===== config.mk =====
export PLATFORM = sky130hd
export DESIGN_NAME = mhpq_control
export DESIGN_NICKNAME = d
export VERILOG_FILES = /design/src/mhpq_pkg.sv /design/src/mhpq_control.sv
export SDC_FILE = /design/constraint.sdc
export NUM_CORES = 1
export LEC_CHECK = 0
export ABC_AREA = 1
export ABC_CLOCK_PERIOD_IN_PS = 2780
export BUFFER_PORTS_ARGS = -buffer_cell sky130_fd_sc_hd__buf_2
export CORE_ASPECT_RATIO = 0.9
export CORE_MARGIN = 1.5
export CORE_UTILIZATION = 33
export DETAILED_ROUTE_END_ITERATION = 16
export HOLD_SLACK_MARGIN = 0.12
export PLACE_DENSITY_LB_ADDON = 0.12
export RECOVER_POWER = 25
export SYNTH_ARGS = -nofsm -noshare
export SYNTH_HDL_FRONTEND = slang
export SYNTH_SLANG_ARGS = --single-unit

===== constraint.sdc =====
create_clock -name clk -period 2.78 [get_ports clk]
set_clock_uncertainty 0.1 [all_clocks]
set_input_delay 0.139 -clock clk [delete_from_list [all_inputs] [get_ports clk]]
set_output_delay 0.139 -clock clk [all_outputs]
set_load 0.005 [all_outputs]

===== src/mhpq_pkg.sv =====
// Package of shared types and codes for the min-heap priority queue.
package mhpq_pkg;

    localparam logic OP_INSERT = 1'b0;
    localparam logic OP_ERASE  = 1'b1;

    localparam logic [1:0] ST_OK      = 2'd0;
    localparam logic [1:0] ST_FULL    = 2'd1;
    localparam logic [1:0] ST_PRESENT = 2'd2;
    localparam logic [1:0] ST_ABSENT  = 2'd3;

    typedef struct packed {
        logic        operation;
        logic [7:0]  handle;
        logic [63:0] key;
    } mhpq_in_t;

    typedef struct packed {
        logic [1:0]  status;
        logic        min_valid;
        logic [63:0] min_key;
        logic [7:0]  min_handle;
        logic [8:0]  entry_count;
    } mhpq_out_t;

    // Commands from controller to datapath.
    typedef struct packed {
        logic load;        // capture the input beat
        logic rd_a;        // select the smaller valid child into the compared entry
        logic rd_last;     // read last entry into the working entry
        logic rd_par;      // read parent of pos
        logic rd_kids;     // read both children of pos
        logic wr_new;      // write working entry at pos
        logic wr_other;    // write the compared entry at pos
        logic move_par;    // pos <= parent
        logic move_kid;    // pos <= chosen child
        logic ins_commit;  // count up, mark handle present
        logic era_commit;  // count down, clear handle present
        logic rd_root;     // read the root
        logic finish;      // load the result register
        logic [1:0] status;
    } mhpq_cmd_t;

    // Status from datapath to controller.
    typedef struct packed {
        logic operation;
        logic full;
        logic present;
        logic empty;
        logic pos_zero;
        logic pos_is_last;
        logic par_greater;  // working key < parent key
        logic has_kid;
        logic kid_less;     // chosen child key < working key
    } mhpq_stat_t;

endpackage


===== src/mhpq_control.sv =====
// Controller state machine that sequences inserts, erases and sifts.
module mhpq_control
    import mhpq_pkg::*;
(
    input  logic       clk,
    input  logic       rst_n,
    input  logic       in_valid,
    output logic       in_ready,
    output logic       out_valid,
    input  logic       out_ready,
    input  mhpq_stat_t stat,
    output mhpq_cmd_t  cmd
);
    localparam logic [3:0] S_IDLE   = 4'd0;
    localparam logic [3:0] S_CHECK  = 4'd1;
    localparam logic [3:0] S_UPRD   = 4'd2;
    localparam logic [3:0] S_UPCMP  = 4'd3;
    localparam logic [3:0] S_ERLST  = 4'd4;
    localparam logic [3:0] S_ERDEC  = 4'd5;
    localparam logic [3:0] S_DNRD   = 4'd6;
    localparam logic [3:0] S_DNSEL  = 4'd7;
    localparam logic [3:0] S_DNCMP  = 4'd8;
    localparam logic [3:0] S_ROOT   = 4'd9;
    localparam logic [3:0] S_DONE   = 4'd10;
    localparam logic [3:0] S_ERPAR  = 4'd11;
    localparam logic [3:0] S_UPW    = 4'd12;
    localparam logic [3:0] S_ERCMP  = 4'd13;
    localparam logic [3:0] S_UPW_DN = 4'd14;

    logic [3:0] state_reg, state_next;
    logic [1:0] status_reg, status_next;
    logic       out_valid_reg, out_valid_next;

    assign in_ready  = (state_reg == S_IDLE) && (!out_valid_reg || out_ready);
    assign out_valid = out_valid_reg;

    always_ff @(posedge clk or negedge rst_n)
    begin
        if (!rst_n)
        begin
            state_reg     <= S_IDLE;
            status_reg    <= ST_OK;
            out_valid_reg <= 1'b0;
        end
        else
        begin
            state_reg     <= state_next;
            status_reg    <= status_next;
            out_valid_reg <= out_valid_next;
        end
    end

    always_comb
    begin
        state_next     = state_reg;
        status_next    = status_reg;
        out_valid_next = out_valid_reg && !out_ready;
        cmd            = '0;
        cmd.status     = status_reg;
        unique case (state_reg)
            S_IDLE:
            begin
                if (in_valid && in_ready)
                begin
                    cmd.load   = 1'b1;
                    state_next = S_CHECK;
                end
            end
            S_CHECK:
            begin
                status_next = ST_OK;
                if (stat.operation == OP_INSERT)
                begin
                    if (stat.full)
                    begin
                        status_next = ST_FULL;
                        state_next  = S_ROOT;
                    end
                    else if (stat.present)
                    begin
                        status_next = ST_PRESENT;
                        state_next  = S_ROOT;
                    end
                    else
                    begin
                        cmd.wr_new     = 1'b1;
                        cmd.ins_commit = 1'b1;
                        state_next     = S_UPRD;
                    end
                end
                else if (!stat.present || stat.empty)
                begin
                    status_next = ST_ABSENT;
                    state_next  = S_ROOT;
                end
                else
                begin
                    state_next = S_ERLST;
                end
            end
            S_UPRD:
            begin
                if (stat.pos_zero)
                    state_next = S_ROOT;
                else
                begin
                    cmd.rd_par = 1'b1;
                    state_next = S_UPCMP;
                end
            end
            S_UPCMP:
            begin
                if (stat.par_greater)
                begin
                    cmd.wr_other = 1'b1;
                    cmd.move_par = 1'b1;
                    state_next   = S_UPW;
                end
                else
                    state_next = S_ROOT;
            end
            S_UPW:
            begin
                cmd.wr_new = 1'b1;
                state_next = S_UPRD;
            end
            S_ERLST:
            begin
                // hpos_reg holds the position; pos_is_last compares it with count-1 after decrement.
                cmd.era_commit = 1'b1;
                state_next     = S_ERDEC;
            end
            S_ERDEC:
            begin
                if (stat.pos_is_last)
                    state_next = S_ROOT;
                else
                begin
                    cmd.rd_last = 1'b1;
                    state_next  = S_ERPAR;
                end
            end
            S_ERPAR:
            begin
                cmd.wr_new = 1'b1;
                if (stat.pos_zero)
                    state_next = S_DNRD;
                else
                begin
                    cmd.rd_par = 1'b1;
                    state_next = S_ERCMP;
                end
            end
            S_ERCMP:
            begin
                // The moved entry climbs if it is below its parent and sinks otherwise.
                if (stat.par_greater)
                begin
                    cmd.wr_other = 1'b1;
                    cmd.move_par = 1'b1;
                    state_next   = S_UPW;
                end
                else
                    state_next = S_DNRD;
            end
            S_DNRD:
            begin
                if (stat.has_kid)
                begin
                    cmd.rd_kids = 1'b1;
                    state_next  = S_DNSEL;
                end
                else
                    state_next = S_ROOT;
            end
            S_DNSEL:
            begin
                cmd.rd_a   = 1'b1;
                state_next = S_DNCMP;
            end
            S_DNCMP:
            begin
                if (stat.kid_less)
                begin
                    cmd.wr_other = 1'b1;
                    cmd.move_kid = 1'b1;
                    state_next   = S_UPW_DN;
                end
                else
                    state_next = S_ROOT;
            end
            S_UPW_DN:
            begin
                cmd.wr_new = 1'b1;
                state_next = S_DNRD;
            end
            S_ROOT:
            begin
                cmd.rd_root = 1'b1;
                state_next  = S_DONE;
            end
            S_DONE:
            begin
                cmd.finish     = 1'b1;
                out_valid_next = 1'b1;
                state_next     = S_IDLE;
            end
            default:
            begin
                state_next = S_IDLE;
            end
        endcase
    end

endmodule

==> flow_summary_export.csv <==
group,metric,value,unit
power,p_leak,0.560,nW
outcome,status,"complete, no violations",
clock_network,cts_tree,"yes",
power,combPwrFrac,0.616,
timing,maxSlewHeadroom,0.775,
drt,drt_iter0_drc,19,
synthesis,synthFlopType,"dfrtp_1",
timing,hold_viol,0,
placement,port_buffers,29,
global_routing,grt_usage,0.173,
synthesis,yosysUniqueCellTypes,14,
clock_network,path_clk_slew,0.05,ns
synthesis,synth_cells,110,
run,timing.max_cap.violations,0,
floorplanning,start_util,0.359,
timing,period_minus_slack,1.86,ns
critical_path,required,2.87,ns
placement,placed_cell_area,786,µm²
timing,worst_slack,0.917,ns
drt,vias_per_cell,4.48,
power,p_seq_frac,0.264,
placement,placed_cells,163,
clock_network,clock-sinks,7,
global_routing,grt_pass1_wl,2.82,mm
drt,ant_nets,0,
power,p_switching,368,µW
clock_network,postCtsSetupBuffers,0,
synthesis,synth_edf_count,0,
global_routing,grt_pass1_vias,707,
timing,max_clock_freq,537,MHz
synthesis,avgSynthCellArea,5.55,µm²
global_routing,grt_overflow_total,0,
layout,largest_register_ffs,4,
synthesis,synth_warnings,0,
clock_network,root_buffer,"clkbuf_4",
layout,drive_above_1_share,0.247,
timing,worstMarginPinSlew,0.335,ns
drt,vias,779,
critical_path,crit_fanout,7,
layout,final_cells,174,
synthesis,syn-num-nets,123,
critical_path,worst-setup-path-type,"reg2reg",
critical_path,worst_setup_path_end_kind,"register",
power,powerDensity,873,nW/µm²
drt,wl_per_cell,9.59,µm
floorplanning,dieWidth,48.3,µm
timing,rsz0062_at_grt,"false",
critical_path,cp-start-kind,"register",
power,p_int,401,µW
clock_network,clock_path_buffers,2,
global_routing,antenna_found_initial,0,
synthesis,synth.most_common_cell,"nand2_1",
power,vdd_ir_drop_max,525,µV
drt,routed_wl,1.67,mm
synthesis,yosysTopAreaCell,"dfrtp_1",
synthesis,synth_top_area_frac,0.287,
synthesis,netlist_area,611,µm²
floorplanning,ios,30,
placement,pre_cts_slack,1.30,ns
worst_hold_path,hold_path.class,"in2reg",
synthesis,synth-seq-area-share,0.287,
timing,fin_crit_sh,0.670,
clock_network,clk_latency,0.25,ns
critical_path,worstPathArrival,1.96,ns
floorplanning,fp.dieH,43.8,µm
timing,setup-tns-final,0,ns
drt,drtPass1Iterations,4,
timing,setup_viol_count_final,0,
clock_network,post_cts_resized,0,
drt,drc,0,
power,clockPowerShare,0.120,
global_routing,grt_max_degree,8,
critical_path,reg2reg_slack,0.92,ns
placement,dpl.hpwl,1.35,mm
power,sw_frac_of_total,0.478,
layout,antenna_cells,0,
timing,maxSlewViolCount,0,
placement,gp_congestion,0.865,
clock_network,cts_made_buffers,3,
layout,design_area,881,µm²
clock_network,hold_buffers,7,
synthesis,synthArstFlopShare,1.00,
synthesis,ys_seq_elements,7,
floorplanning,die_area,2120,µm²
floorplanning,coreArea,1700,µm²
layout,final_nets,164,
layout,area_growth,44.3,%
synthesis,synthTopCellsByArea,"dfrtp_1 29%, nand2_1 20%, nor2_1 17%",
clock_network,htree_levels,1,
floorplanning,row_count,14,
synthesis,yosys-top-cells-count,"32 x nand2_1, 28 x nor2_1, 19 x inv_1",
[kinds of logic after synthesis]
| kind of cell | after synthesis | synth area share |
|---|---|---|
| AND/OR/NAND/NOR | 77 | 0.537 |
| buffers and inverters | 20 | 0.123 |
| flip-flops | 7 | 0.287 |
| AO/OA/AOI/OAI | 6 | 0.0533 |
[path summary, 6_finish.rpt]
| check | startpoint | endpoint | depth (start not counted) |
|---|---|---|---|
| max | state_reg[2]$_DFFE_PN0P_ | state_reg[3]$_DFFE_PN0P_ | 8 |
| min | stat[4] | state_reg[1]$_DFFE_PN0P_ | 5 |
| max reg2reg | state_reg[2]$_DFFE_PN0P_ | state_reg[3]$_DFFE_PN0P_ | 8 |
| min reg2reg | status_reg[0]$_DFFE_PN0N_ | status_reg[0]$_DFFE_PN0N_ | 2 |
| max in group asynchronous | rst_n | state_reg[1]$_DFFE_PN0P_ | 2 |
| min in group asynchronous | rst_n | out_valid$_DFF_PN0_ | 2 |
[power by group through the flow]
stage / Clock, mW / Sequential [mW] / Combinational (mW)
detailed placement: 0 / 0.204 / 0.448
floorplan: 0 / 0.201 / 0.299
global route: 0.105 / 0.212 / 0.541
global placement: 0 / 0.203 / 0.450
CTS: 0.0976 / 0.203 / 0.477
finish: 0.0923 / 0.203 / 0.474
[critical path, cell delays in order (launching register included)]
cell and delay [ns]:
dfrtp_1 0.44, nor2_2 0.20, inv_1 0.10, nor2_2 0.15, nand3_1 0.09, nand2_1 0.11
nor2_1 0.05, nand2_1 0.05, dlygate4sd3_1 0.53
[placed cells by master (no fill, tap or decap)]
master         instances
nor3b_2                1
clkbuf_4               3
inv_2                  1
dlygate4sd3_1          7
nand4_1                1
nor2_2                 2
nor3_2                 1
dfrtp_1                7
clkbuf_1               2
nor2_1                28
nand3_1                9
nand2_2                1
o21ai_0                4
buf_2                 28
nor3_1                 2
o22ai_1                2
nand2_1               32
inv_1                 19
[metal layers]
layer / wire (µm) / share of wire / vias to the layer above / global-route usage
met5: 0 / 0 / - / 0
met4: 14 / 0.0084 / 0 / 0.0800
met3: 123 / 0.074 / 2 / 0.0621
met2: 750 / 0.45 / 27 / 0.289
met1: 780 / 0.47 / 334 / 0.203
li1: - / - / 416 / -
[per-stage QoR]
stage	hold slack [ns]	total power [mW]	util
after floorplan	-0.257	0.500	-
final	0.145	0.769	0.518
after detailed placement	-0.127	0.652	0.462
after CTS	0.131	0.778	0.519
after global placement	-0.126	0.653	0.462
after global routing	0.167	0.858	0.518
[final cells by class]
| type | count | area, µm² |
|---|---|---|
| Clock buffer | 4 | 26.3 |
| Fill cell | 188 | 818 |
| Inverter | 20 | 75.1 |
| Multi-Input combinational cell | 83 | 360 |
| Sequential cell | 7 | 175 |
| Tap cell | 24 | 30.0 |
| Timing Repair Buffer | 36 | 214 |
No activity file was read; power rests on OpenSTA's default activity.
